===== config.mk =====
export PLATFORM = sky130hd
export DESIGN_NAME = ftg_front
export DESIGN_NICKNAME = d
export VERILOG_FILES = /design/src/rtl/ftg_pkg.sv /design/src/rtl/ftg_front.sv
export SDC_FILE = /design/constraint.sdc
export NUM_CORES = 2
export LEC_CHECK = 0
export ABC_AREA = 1
export BUFFER_PORTS_ARGS = -buffer_cell sky130_fd_sc_hd__buf_4
export CORE_UTILIZATION = 45
export CTS_CLUSTER_SIZE = 28
export DETAILED_ROUTE_END_ITERATION = 6
export PLACE_DENSITY = 0.72
export SYNTH_ARGS = -nofsm -noshare
export SYNTH_HDL_FRONTEND = slang
export SYNTH_SLANG_ARGS = --single-unit

===== constraint.sdc =====
create_clock -name clk_i -period 10.29 [get_ports clk_i]
set_input_delay 1.5435 -clock clk_i [delete_from_list [all_inputs] [get_ports clk_i]]
set_output_delay 1.5435 -clock clk_i [all_outputs]
set_load 0.1 [all_outputs]

===== src/rtl/ftg_pkg.sv =====
// Shared types, constants and helpers of the foot trajectory generator.
// No dependencies; used by every other file of the block.
package ftg_pkg;

  // Fixed-point format of positions and velocities
  localparam int FracBits = 12;

  // Stream and configuration port widths
  localparam int InDataW  = 152;
  localparam int OutDataW = 112;
  localparam int CfgIdxW  = 3;
  localparam int CfgDataW = 17;

  // Queue between front and back
  localparam int FifoDepth = 4;
  localparam int FifoPtrW  = 2;
  localparam int FifoCntW  = 3;

  // Microseconds per second, for the short time checks
  localparam int Million = 1000000;

  // Register indexes
  localparam logic [CfgIdxW-1:0] RegFreq   = 3'd0;
  localparam logic [CfgIdxW-1:0] RegDuty   = 3'd1;
  localparam logic [CfgIdxW-1:0] RegLenLim = 3'd2;
  localparam logic [CfgIdxW-1:0] RegWidLim = 3'd3;
  localparam logic [CfgIdxW-1:0] RegLift   = 3'd4;
  localparam logic [CfgIdxW-1:0] RegStOff  = 3'd5;

  typedef struct packed {
    logic        [15:0] freq;
    logic        [16:0] duty;
    logic        [14:0] len;
    logic        [14:0] wid;
    logic signed [15:0] lift;
    logic signed [15:0] stoff;
  } cfg_t;

  // Classified request handed from front to back
  typedef struct packed {
    logic signed [32:0] ax;
    logic signed [32:0] ay;
    logic signed [15:0] nx;
    logic signed [15:0] ny;
    logic signed [15:0] nz;
    logic               swing;
    logic        [16:0] s;
  } req_t;

  typedef struct packed {
    logic full;
    logic empty;
  } fifo_st_t;

  // Divide by 2^k, round to nearest, ties away from zero
  function automatic logic signed [63:0] rnd_shift(input logic signed [63:0] v,
                                                   input int unsigned k);
    logic [63:0] mag;
    logic [63:0] q;
    mag = v[63] ? 64'(-v) : 64'(v);
    q   = (mag + (64'd1 << (k - 1))) >> k;
    return v[63] ? -$signed(q) : $signed(q);
  endfunction

endpackage


===== src/rtl/ftg_front.sv =====
// Front end: input register, progress clamp and body-frame step velocity terms.
// Depends on ftg_pkg; feeds ftg_fifo.
module ftg_front (
  input  logic                          clk_i,
  input  logic                          rst_ni,
  input  logic                          s_axis_tvalid,
  output logic                          s_axis_tready,
  // hip_x, hip_y, nominal_x, nominal_y, nominal_z, vel_x, vel_y, yaw_rate, progress
  input  logic [ftg_pkg::InDataW-1:0]   s_axis_tdata,
  // swinging
  input  logic                          s_axis_tuser,
  input  logic                          full_i,
  output logic                          push_o,
  output ftg_pkg::req_t                 req_o
);

  logic         fv_q, fv_d;
  logic [144:0] data_q;
  logic         swing_q;

  logic signed [15:0] hx, hy, vx, vy, wz;
  logic        [16:0] prog;
  logic signed [31:0] hy_wz, hx_wz;

  assign push_o        = fv_q && !full_i;
  assign s_axis_tready = !fv_q || !full_i;

  // Holding register valid
  always_comb begin
    fv_d = fv_q;
    if (s_axis_tvalid && s_axis_tready) begin
      fv_d = 1'b1;
    end else if (push_o) begin
      fv_d = 1'b0;
    end
  end

  always_ff @(posedge clk_i or negedge rst_ni) begin
    if (!rst_ni) begin
      fv_q <= 1'b0;
    end else begin
      fv_q <= fv_d;
    end
  end

  always_ff @(posedge clk_i) begin
    if (s_axis_tvalid && s_axis_tready) begin
      data_q  <= s_axis_tdata[144:0];
      swing_q <= s_axis_tuser;
    end
  end

  // Field unpacking
  assign hx   = data_q[15:0];
  assign hy   = data_q[31:16];
  assign vx   = data_q[95:80];
  assign vy   = data_q[111:96];
  assign wz   = data_q[127:112];
  assign prog = data_q[144:128];

  // Yaw contribution at the hip
  assign hy_wz = hy * wz;
  assign hx_wz = hx * wz;

  always_comb begin
    req_o.ax    = (33'(vx) <<< ftg_pkg::FracBits) + 33'(hy_wz);
    req_o.ay    = (33'(vy) <<< ftg_pkg::FracBits) - 33'(hx_wz);
    req_o.nx    = data_q[47:32];
    req_o.ny    = data_q[63:48];
    req_o.nz    = data_q[79:64];
    req_o.swing = swing_q;
    // progress above one counts as one
    req_o.s     = (prog > 17'd65536) ? 17'd65536 : prog;
  end

endmodule


### Yosys cells after proc, flatten, opt, wreduce, memory -nomap -nowiden

Cells that the tools add are included.

* mux-type cells: 3
* bitwise operators: 0
* reductions and logical operators: 6
* $add $sub $neg: 2
* shifts and indexed selects: 0
* $lt $le $gt $ge: 1
* multiply operators: 2
* divide/modulo/power cells: 0
* equal/unequal tests: 0

Operators by type and width (count)
* multiplier 16 x 16 -> 32 bit: 2
* adder 28 x 32 -> 33 bit: 1
* subtractor 28 x 32 -> 33 bit: 1
* greater-than comparator 17 bit (second input constant): 1
* 2-to-1 mux 17 bit: 1
* logical AND 1 bit: 2
* logical NOT 1 bit: 2
* 2-to-1 mux 1 bit: 2
* nonzero test 2 bit: 1
* logical OR 1 bit: 1

* latch bits: 0
* memories: 0
* bits in registers: 147
* memory bits (writable): 0
* ROM bits: 0
* logic and storage cells: 17
* output and inout port bits: 134
* bits of input ports: 157

### Depth between registers and ports, before layout

* word-level depth: 4
* mapped depth: 29
* gate-level depth less buffers: 27

### Worst setup path before layout

No wires, ideal clock.

* path type: input -> register
* start: input port s_axis_tvalid
* end: register data_q[0] (enable)
* slack: 983 ps
* setup time: 699 ps
* path buffers: 0
* data arrival time: 8608 ps
* stages: 2
* required time: 9591 ps
* cells stage by stage: inv_1 > a21oi_1

* cells in the longest elaborated chain, start to end: 1

RTL lines
* from (decl): line ftg_front.sv:6 `input logic s_axis_tvalid,`
* logical AND 1 bit: line ftg_front.sv:47 `if (s_axis_tvalid && s_axis_tready) begin`
* to (signal assigned): line ftg_front.sv:48 `data_q <= s_axis_tdata[144:0];`
* to (decl): line ftg_front.sv:18 `logic [144:0] data_q;`

Every way passes these cells.
A chain may end at the register's enable or synchronous reset.

==> metrics.yaml <==
drt:
  routed_wl_mm: 64.97
  drcViolationCount: 0
  first_pass_iters: 6
  drt_iter0_markers: 1327
  routed_via_density: 4.698
  vias: 20790
  wire_per_inst_um: 14.68
  ant_nets: 0
clocking:
  cts_tree: "built"
  ctsHtreeMaxLevel: 4
  cts_made_buffers: 17
  clkTransAtPathRegs_ns: 0.06
  cts_max_path_buffers: 2
  clock_sinks: 147
  cts_hold_buf: 0
  root_buffer: "clkbuf_16"
  cts_setup_buffers: 0
  ctsResizeCount: 0
  insertion_delay_ns: 0.49
grt:
  grt_max_degree: 147
  overflow: 0
  grt_pass1_wl_mm: 108.4
  grt_usage: 0.2159
  grt_busiest_layer: "met2"
  grt_util_met2: 0.3690
  antenna_found_initial: 2
  grt_pass1_vias: 21990
  grt_util_met3: 0.03810
  use_met1: 0.2810
worst_setup_path:
  worstSetupPathType: "reg -> out"
  reg2reg_setup_slack_ns: 8.61
  end_kind: "primary output"
  cp_max_fo: 19
  r2r_cells: 2
  start_kind: "register"
  crit_arrival_ns: 7.22
  r2r_start: "fv_q"
  endpoint: "req_o[97]"
  required_ns: 8.75
  r2r_end: "data_q[22]"
  critPathLaunch: "data_q[114]"
placed_design:
  port_buffers: 283
  numPlacedInstances: 4395
  dpl_worst_slack_ns: 2.036
  dp_hpwl_mm: 52.58
  gp_congestion: 0.9094
synthesis:
  seq_area_frac_synth: 0.1549
  synthesis.nets: 4333
  yosys_register_bits: 147
  yosysMostFrequentCell: "inv_1"
  syn_area_per_cell_um2: 8.331
  yosys.cell_types.count: 35
  yosys-top-cells-count: "1100 x inv_1, 854 x nand2_1, 570 x fa_1"
  synthCells: 3416
  synthArstFlopShare: 0.006803
  synth_top_area_frac: 0.4009
  synth_ff_type: "edfxtp_1"
  synth_edf_count: 146
  synth_top_cells_by_area: "fa_1 40%, edfxtp_1 15%, inv_1 15%, nand2_1 11%, ha_1 8.4%"
  yosys.area.top_type: "fa_1"
  synthesis.area_um2: 28460
  ys.warnings.count: 0
outcome:
  outcome: "completed"
sta:
  finalSetupTns_ns: 0
  setup_slack_ns: 1.530
  skew_ns: 0.01887
  finalSetupViolCount: 0
  finalMaxSlewViolations: 0
  final_hold_viol_count: 0
  worst_slew_pin_slew_ns: 0.9930
  max_freq_mhz: 114.2
  relSlewSlack: 0.3380
  period_share: 0.8513
  rsz0062_at_grt: "no"
  fin_crit_ns: 8.760
flow_run:
  drv_cap: 0
worst_hold_path:
  hp-class: "reg -> reg"
final_layout:
  drive_gt1_frac: 0.1042
  nets: 4494
  syn2layout_area_growth_pct: 10.86
  stdcell_count: 4426
  post-route-util: 0.5085
  diodes: 0
die:
  start_util: 0.4586
  die_h_um: 253.5
  die_w_um: 253.5
  io_pins: 291
  design.die.area_um2: 64250
  core_um2: 62050
  rows: 91
[placed cells by master (no fill, tap or decap), drive strengths merged]
cell type,instances
buf,302
clkinvlp,2
ha,190
nand3b,6
a21o,3
o21ai,15
xor2,31
dfrtp,1
inv,1106
edfxtp,146
nand2,867
and2,8
clkbuf,19
bufinv,1
o21bai,9
nor3,17
o21a,1
xnor2,5
nor2,137
a21oi,51
clkinv,6
or2,5
fa,570
a31oi,1
nand4,22
nand3,66
nor4,2
[worst max-delay path, stage by stage (launching register included)]
cell	delay (ns)
edfxtp_1	1.00
nand2_1	0.33
fa_1	0.73
fa_1	0.77
inv_1	0.20
fa_1	0.51
inv_1	0.05
fa_1	0.48
fa_1	0.49
inv_1	0.05
fa_1	0.47
inv_1	0.04
ha_1	0.44
nand2_1	0.16
nor2_1	0.20
nand2_1	0.11
nor3_1	0.13
nand2_1	0.10
nand2_1	0.07
nand2_1	0.04
nand2_1	0.07
buf_4	0.29
[sequential cells by signal, summed over array words and instances, names as in the netlist]
| signal | count |
|---|---|
| data_q | 145 |
| fv_q | 1 |
| swing_q | 1 |
[worst min-delay path by stage]
stage	from	to	slack, ns	cells after the start
final	fv_q	fv_q	0.58	2
after global placement	fv_q	fv_q	0.56	2
after global routing	fv_q	fv_q	0.63	2
after floorplan	fv_q	fv_q	1.12	2
after CTS	fv_q	fv_q	0.58	2
after detailed placement	fv_q	fv_q	0.57	2
[through the flow]
stage | hold WS, ns | area (um^2)
final | 0.5808 | 31550
after global routing | 0.6254 | 31550
after CTS | 0.5829 | 31550
after detailed placement | 0.5675 | 31010
after global placement | 0.5563 | 31010
after floorplan | 1.118 | 28460
[layer usage]
metal / wire length (um) / vias to the layer above / share of wire
met5: 19 / - / 0.00029
met4: 1169 / 4 / 0.018
met3: 3857 / 70 / 0.059
met2: 32190 / 554 / 0.50
met1: 27730 / 10260 / 0.43
li1: - / 9908 / -
[kinds of logic after synthesis]
| kind of cell | after synthesis | synth area share |
|---|---|---|
| buf+inv | 1263 | 0.1732 |
| simple gates | 1130 | 0.1610 |
| compound gates | 80 | 0.01539 |
| fa+ha+maj | 760 | 0.4845 |
| flops | 147 | 0.1549 |
| xor+xnor | 36 | 0.01108 |
[layout make-up]
| cell class | instances | area (um^2) |
|---|---|---|
| flip-flops and latches | 147 | 4409 |
| clock inverters | 12 | 108.9 |
| repair buffers | 302 | 2280 |
| clock buffers | 19 | 432.9 |
| well taps | 837 | 1047 |
| inverters | 1103 | 4140 |
| multi-input cells | 2006 | 19130 |
| fillers | 5811 | 30500 |
Power is not shown: default switching activity piles up to over one toggle a cycle in this logic, so the estimate is an artifact.
