`config.mk`:
```
export PLATFORM = sky130hd
export DESIGN_NAME = ftg_fifo
export DESIGN_NICKNAME = d
export VERILOG_FILES = /design/src/rtl/ftg_pkg.sv /design/src/rtl/ftg_fifo.sv
export SDC_FILE = /design/constraint.sdc
export NUM_CORES = 1
export LEC_CHECK = 0
export ABC_AREA = 1
export BUFFER_PORTS_ARGS = -buffer_cell sky130_fd_sc_hd__buf_2
export CORE_ASPECT_RATIO = 0.8
export CORE_MARGIN = 1
export CORE_UTILIZATION = 53
export DETAILED_ROUTE_END_ITERATION = 10
export GPL_ROUTABILITY_DRIVEN = 0
export GPL_TIMING_DRIVEN = 0
export PLACE_DENSITY = 0.78
export SETUP_SLACK_MARGIN = 0.02
export SLEW_MARGIN = 0
export SYNTH_ARGS = -nofsm -noshare
export SYNTH_HDL_FRONTEND = slang
export SYNTH_SLANG_ARGS = --single-unit
```
`constraint.sdc`:
```
create_clock -name clk_i -period 11.55 [get_ports clk_i]
set_input_delay 1.155 -clock clk_i [delete_from_list [all_inputs] [get_ports clk_i]]
set_output_delay 1.155 -clock clk_i [all_outputs]
set_load 0.01 [all_outputs]
```
`src/rtl/ftg_pkg.sv`:
```
// Shared types, constants and helpers of the foot trajectory generator.
// No dependencies; used by every other file of the block.
package ftg_pkg;

  // Fixed-point format of positions and velocities
  localparam int FracBits = 12;

  // Stream and configuration port widths
  localparam int InDataW  = 152;
  localparam int OutDataW = 112;
  localparam int CfgIdxW  = 3;
  localparam int CfgDataW = 17;

  // Queue between front and back
  localparam int FifoDepth = 4;
  localparam int FifoPtrW  = 2;
  localparam int FifoCntW  = 3;

  // Microseconds per second, for the short time checks
  localparam int Million = 1000000;

  // Register indexes
  localparam logic [CfgIdxW-1:0] RegFreq   = 3'd0;
  localparam logic [CfgIdxW-1:0] RegDuty   = 3'd1;
  localparam logic [CfgIdxW-1:0] RegLenLim = 3'd2;
  localparam logic [CfgIdxW-1:0] RegWidLim = 3'd3;
  localparam logic [CfgIdxW-1:0] RegLift   = 3'd4;
  localparam logic [CfgIdxW-1:0] RegStOff  = 3'd5;

  typedef struct packed {
    logic        [15:0] freq;
    logic        [16:0] duty;
    logic        [14:0] len;
    logic        [14:0] wid;
    logic signed [15:0] lift;
    logic signed [15:0] stoff;
  } cfg_t;

  // Classified request handed from front to back
  typedef struct packed {
    logic signed [32:0] ax;
    logic signed [32:0] ay;
    logic signed [15:0] nx;
    logic signed [15:0] ny;
    logic signed [15:0] nz;
    logic               swing;
    logic        [16:0] s;
  } req_t;

  typedef struct packed {
    logic full;
    logic empty;
  } fifo_st_t;

  // Divide by 2^k, round to nearest, ties away from zero
  function automatic logic signed [63:0] rnd_shift(input logic signed [63:0] v,
                                                   input int unsigned k);
    logic [63:0] mag;
    logic [63:0] q;
    mag = v[63] ? 64'(-v) : 64'(v);
    q   = (mag + (64'd1 << (k - 1))) >> k;
    return v[63] ? -$signed(q) : $signed(q);
  endfunction

endpackage

```
`src/rtl/ftg_fifo.sv`:
```
// Short request queue between the front end and the arithmetic back end.
// Depends on ftg_pkg for the entry and status types.
module ftg_fifo (
  input  logic               clk_i,
  input  logic               rst_ni,
  input  logic               push_i,
  input  ftg_pkg::req_t      wdata_i,
  input  logic               pop_i,
  output ftg_pkg::req_t      rdata_o,
  output ftg_pkg::fifo_st_t  status_o
);

  ftg_pkg::req_t                   mem_q [ftg_pkg::FifoDepth];
  logic [ftg_pkg::FifoPtrW-1:0]    wr_q, rd_q;
  logic [ftg_pkg::FifoCntW-1:0]    cnt_q, cnt_d;

  assign status_o.full  = (cnt_q == ftg_pkg::FifoCntW'(ftg_pkg::FifoDepth));
  assign status_o.empty = (cnt_q == '0);
  assign rdata_o        = mem_q[rd_q];

  always_comb begin
    cnt_d = cnt_q;
    if (push_i && !pop_i) begin
      cnt_d = cnt_q + 1'b1;
    end else if (pop_i && !push_i) begin
      cnt_d = cnt_q - 1'b1;
    end
  end

  // Pointers and fill count
  always_ff @(posedge clk_i or negedge rst_ni) begin
    if (!rst_ni) begin
      wr_q  <= '0;
      rd_q  <= '0;
      cnt_q <= '0;
    end else begin
      cnt_q <= cnt_d;
      if (push_i) begin
        wr_q <= wr_q + 1'b1;
      end
      if (pop_i) begin
        rd_q <= rd_q + 1'b1;
      end
    end
  end

  always_ff @(posedge clk_i) begin
    if (push_i) begin
      mem_q[wr_q] <= wdata_i;
    end
  end

endmodule

```
Word level (Yosys, flattened, before mapping) --
Memory sizes are Yosys's and may differ from the RTL's. Index checks and enable logic that the tools add are counted.
Operators by class: add/subtract/negate cells 4, equal/unequal tests 1, multiplexer cells 4, reductions and logical operators 6
Operators by type and width (number):
- two-way mux 3 bit | 2
- adder 2 x 1 -> 2 bit, second input constant | 2
- adder 3 x 1 -> 3 bit, second input constant | 1
- == test 3 bit, second input constant | 1
- zero test 3 bit | 1
- subtractor 3 x 1 -> 3 bit, second input constant | 1
- logical AND 1 bit | 2
- zero test 1 bit | 2
- two-way mux 1 bit | 2
- nonzero test 2 bit | 1
Storage, ports and cells: register bits after elaboration 7, memory bits (writable) 528, input port bits 136, output and inout port bits 134, logic and storage cells 19, memories 1
Memories:
- mem_q | words 4, width 132, rd ports 1, clocked after memory_dff 0, write ports 1, RTL line ftg_fifo.sv:13 | ftg_pkg::req_t mem_q [ftg_pkg::FifoDepth];

Longest topological paths before layout --
depth after elaboration 4, gate-level depth with buffers 9, gate-level depth less buffers 9

Worst setup path after synthesis --
OpenSTA, ideal clock, no wires.
kind input port to flip-flop, start point input push_i, end point memory mem_q[0][0] (netlist name) (enable), library setup time 0.485 ns, arrival 4.006 ns, required time 11.065 ns, path slack 7.058 ns, cell stages on the path 3, path buffers 1, cell sequence clkbuf_1 nand2_1 inv_1
On the way: cells in the longest elaborated chain, start to end 2
RTL lines:
- start: declaration | RTL line ftg_fifo.sv:6 | input logic push_i,
- two-way mux 1 bit | RTL line ftg_fifo.sv:48 | if (push_i) begin
- two-way mux 1 bit (implied by the code) | RTL line ftg_fifo.sv:49 | mem_q[wr_q] <= wdata_i;
- end: declaration | RTL line ftg_fifo.sv:13
No other way between the ends.

==> run_results.csv <==
group,metric,value,unit
status,run_status,"complete, no violations",
logic_synthesis,syn-cell-area,21500,sq um
floorplan,start_util,54.2,%
global_route,grt_util_all_layers,23.9,%
setup_path,element_type_at_the_critical_path_end,"primary output",
floorplan,pin_count,270,
cells_and_area,fin_cells,2497,
timing,timing.final.hold_violations,0,
logic_synthesis,yosysWarningCount,0,
logic_synthesis,asyncSetResetFlopFracSynth,1.31,%
clock_network,post-cts-setup-buffer-count,0,
global_route,grt_pass1_wl,74.5,mm
clock_network,tritoncts,"built",
logic_synthesis,synthTopCellsByArea,"sky130_fd_sc_hd__edfxtp_1 (74%), sky130_fd_sc_hd__o211ai_1 (9.2%), sky130_fd_sc_hd__nand2_1 (7.1%)",
floorplan,die_ar,41500,sq um
timing,maxSlewHeadroom,50.4,%
drt,drt_pre_antenna_iters,4,
cells_and_area,area_growth_syn_to_layout,18.1,%
timing,rsz0062_at_grt,"no",
timing,fmaxAchievable,309,MHz
cells_and_area,finalCoreUtilization,64.0,%
timing,drv_slew,0,
clock_network,clk_latency,0.56,ns
setup_path,critPathArrivalTime,2.08,ns
timing,final.min_clock_period,3.24,ns
logic_synthesis,synth_seq_area_share,74.4,%
clock_network,tritoncts.num_buffers,50,
logic_synthesis,synth_seq_cells,535,
drt,drt_iter0_markers,1026,
timing,setup_viol,0,
clock_network,cts_hold_buffers,0,
logic_synthesis,synthesis.area_per_instance,13.6,sq um
clock_network,clkSlewWorstSetupHoldPaths,0.06,ns
power,psw,2.43,mW
cells_and_area,layout_commonest_cell,"sky130_fd_sc_hd__edfxtp_1",
logic_synthesis,syn-instance-count,1588,
global_route,grt_antenna_before_repair,15,
power,p_total,6.87,mW
placed_design,post-place-cells,2397,
power,switching_share,35.4,%
power,power.internal,4.44,mW
power,power_density,270,nW/um^2
cells_and_area,fin_nets,2055,
setup_path,r2r_start,"wr_q[0]$_DFFE_PN0P_",
global_route,grt_pass1_vias,13460,
drt,detail-route-antenna-nets,0,
floorplan,core_area,39800,sq um
drt,routed_via_count_divided_by_cell_count,5.35,
timing,timing.clock.skew,0.00949,ns
setup_path,crit_path_start_kind,"register",
setup_path,critPathKind,"reg2out",
floorplan,die_w,227,microns
timing,worstMarginPinSlew,0.743,ns
clock_network,clock-sinks,535,
drt,finalWirelength,49.3,mm
logic_synthesis,post-synth-top-area-cell,"sky130_fd_sc_hd__edfxtp_1",
logic_synthesis,synth.distinct_cells,19,
logic_synthesis,yosys_most_used_dff,"sky130_fd_sc_hd__edfxtp_1",
drt,routedWlPerCell,19.8,microns
drt,num_vias,13365,
drt,remaining_drc_errors,0,
power,clock_share_of_power,25.0,%
timing,layout_worst_path_cycle_share,28.0,%
cells_and_area,layout.cells.most_common_list,"sky130_fd_sc_hd__edfxtp_1 (528), sky130_fd_sc_hd__nand2_1 (409), sky130_fd_sc_hd__buf_2 (286)",
floorplan,num_rows,65,
logic_synthesis,synth_enable_flop_cells,528,
global_route,globalRoute.totalOverflow,0,
logic_synthesis,synth_fp_nets,1730,
placed_design,detailed_place_hpwl,30.1,mm
power,cellLeakagePower,10.3,nW
power,combPwrFrac,36.8,%
setup_path,worstSetupStartpoint,"rd_q[1]$_DFFE_PN0P_",
floorplan,die_h,182,microns
cells_and_area,drive_gt1_share,22.6,%
clock_network,ctsLongestPathBuffers,3,
power,peak_ir_drop_on_the_vdd_network,0.163,mV
setup_path,path_max_fanout,10,
job,drv_cap,0,
min_path,hp-class,"in2async",
power,power_frac_seq,38.1,%
timing,timing.setup.tns,0,ns
setup_path,cp_data_required_time,10.40,ns
clock_network,cts.repair.resized,0,
global_route,maximum_number_of_pins_on_one_net_before_global_route_repair,109,
clock_network,h-tree-depth,2,
logic_synthesis,netlist.area_leader.share,73.6,%
clock_network,cts-root-buf,"sky130_fd_sc_hd__clkbuf_16",
placed_design,io_buffers,269,
==> kinds of logic after synthesis <==
| family | after synthesis | share of synthesized area, % |
|---|---|---|
| adders and majority gates | 6 | 0.383 |
| buffers and inverters | 365 | 8.62 |
| DFF | 535 | 74.4 |
| AOI/OAI and AO/OA | 265 | 9.22 |
| and+or+nand+nor | 413 | 7.22 |
| xor gates and xnor gates | 4 | 0.163 |
==> per-layer routing <==
layer | track usage, % | vias up | part of all wire (%)
met3 | 4.54 | 96 | 7.5
met5 | 0 | - | 0.23
met4 | 8.54 | 16 | 2.5
met1 | 31.7 | 6524 | 41
li1 | - | 6209 | -
met2 | 39.6 | 520 | 49
==> critical path, cell delays in order, from the launching register on <==
cell and delay, ns:
sky130_fd_sc_hd__dfrtp_1 0.32, sky130_fd_sc_hd__buf_4 0.20, sky130_fd_sc_hd__buf_4 0.27, sky130_fd_sc_hd__buf_2 0.29, sky130_fd_sc_hd__o211ai_1 0.16, sky130_fd_sc_hd__nand2_1 0.12, sky130_fd_sc_hd__buf_2 0.15
==> final cells by class <==
type | instances | area, sq um
sequential | 535 | 16000
fill | 2777 | 14300
multi-input combinational | 688 | 3660
timing repair buffer | 273 | 1460
clock buffer | 59 | 1350
inverter | 276 | 1060
buffer | 89 | 818
tap | 536 | 671
clock inverter | 35 | 385
antenna | 6 | 15.0
==> final timing paths <==
check | endpoint | slack, ns | depth (start not counted)
max | rdata_o[76] | 8.31 | 6
min | cnt_q[2]$_DFFE_PN0P_ | 0.42 | 1
max reg2reg | mem_q[2][59]$_DFFE_PP_ | 9.38 | 5
min reg2reg | cnt_q[2]$_DFFE_PN0P_ | 0.53 | 2
max in group asynchronous | cnt_q[1]$_DFFE_PN0P_ | 10.96 | 1
min in group clk_i | cnt_q[2]$_DFFE_PN0P_ | 0.53 | 2
==> power by group through the flow <==
stage               Sequential (mW)  Clock (mW)  Combinational, mW
finish                         2.62        1.72               2.53
global route                   2.65        1.81               2.75
CTS                            2.62        1.74               2.55
detailed placement             2.66           0               2.53
global placement               2.73           0               2.46
floorplan                      2.68           0               1.52
==> stage by stage <==
stage | instance area (sq um) | hold WS (ns) | setup slack, ns
after floorplan | 21500 | 0.463 | 7.06
after global placement | 23600 | 0.481 | 4.77
after detailed placement | 23700 | 0.525 | 8.44
after CTS | 25400 | 0.401 | 8.29
after global routing | 25400 | 0.409 | 8.21
final | 25400 | 0.423 | 8.31
==> flip-flops by register name, summed over array words and instances, names as in the netlist <==
| register | cells |
|---|---|
| rd_q | 2 |
| cnt_q | 3 |
| wr_q | 2 |
| mem_q | 528 |
==> Yosys cell counts (all sizes together), types with 2 or more instances <==
cell	instances
buf	81
clkbuf	8
dfrtp	7
edfxtp	528
ha	5
inv	276
nand2	409
nor3	2
o211ai	264
xor2	3
No activity file was read; power rests on OpenSTA's default activity.
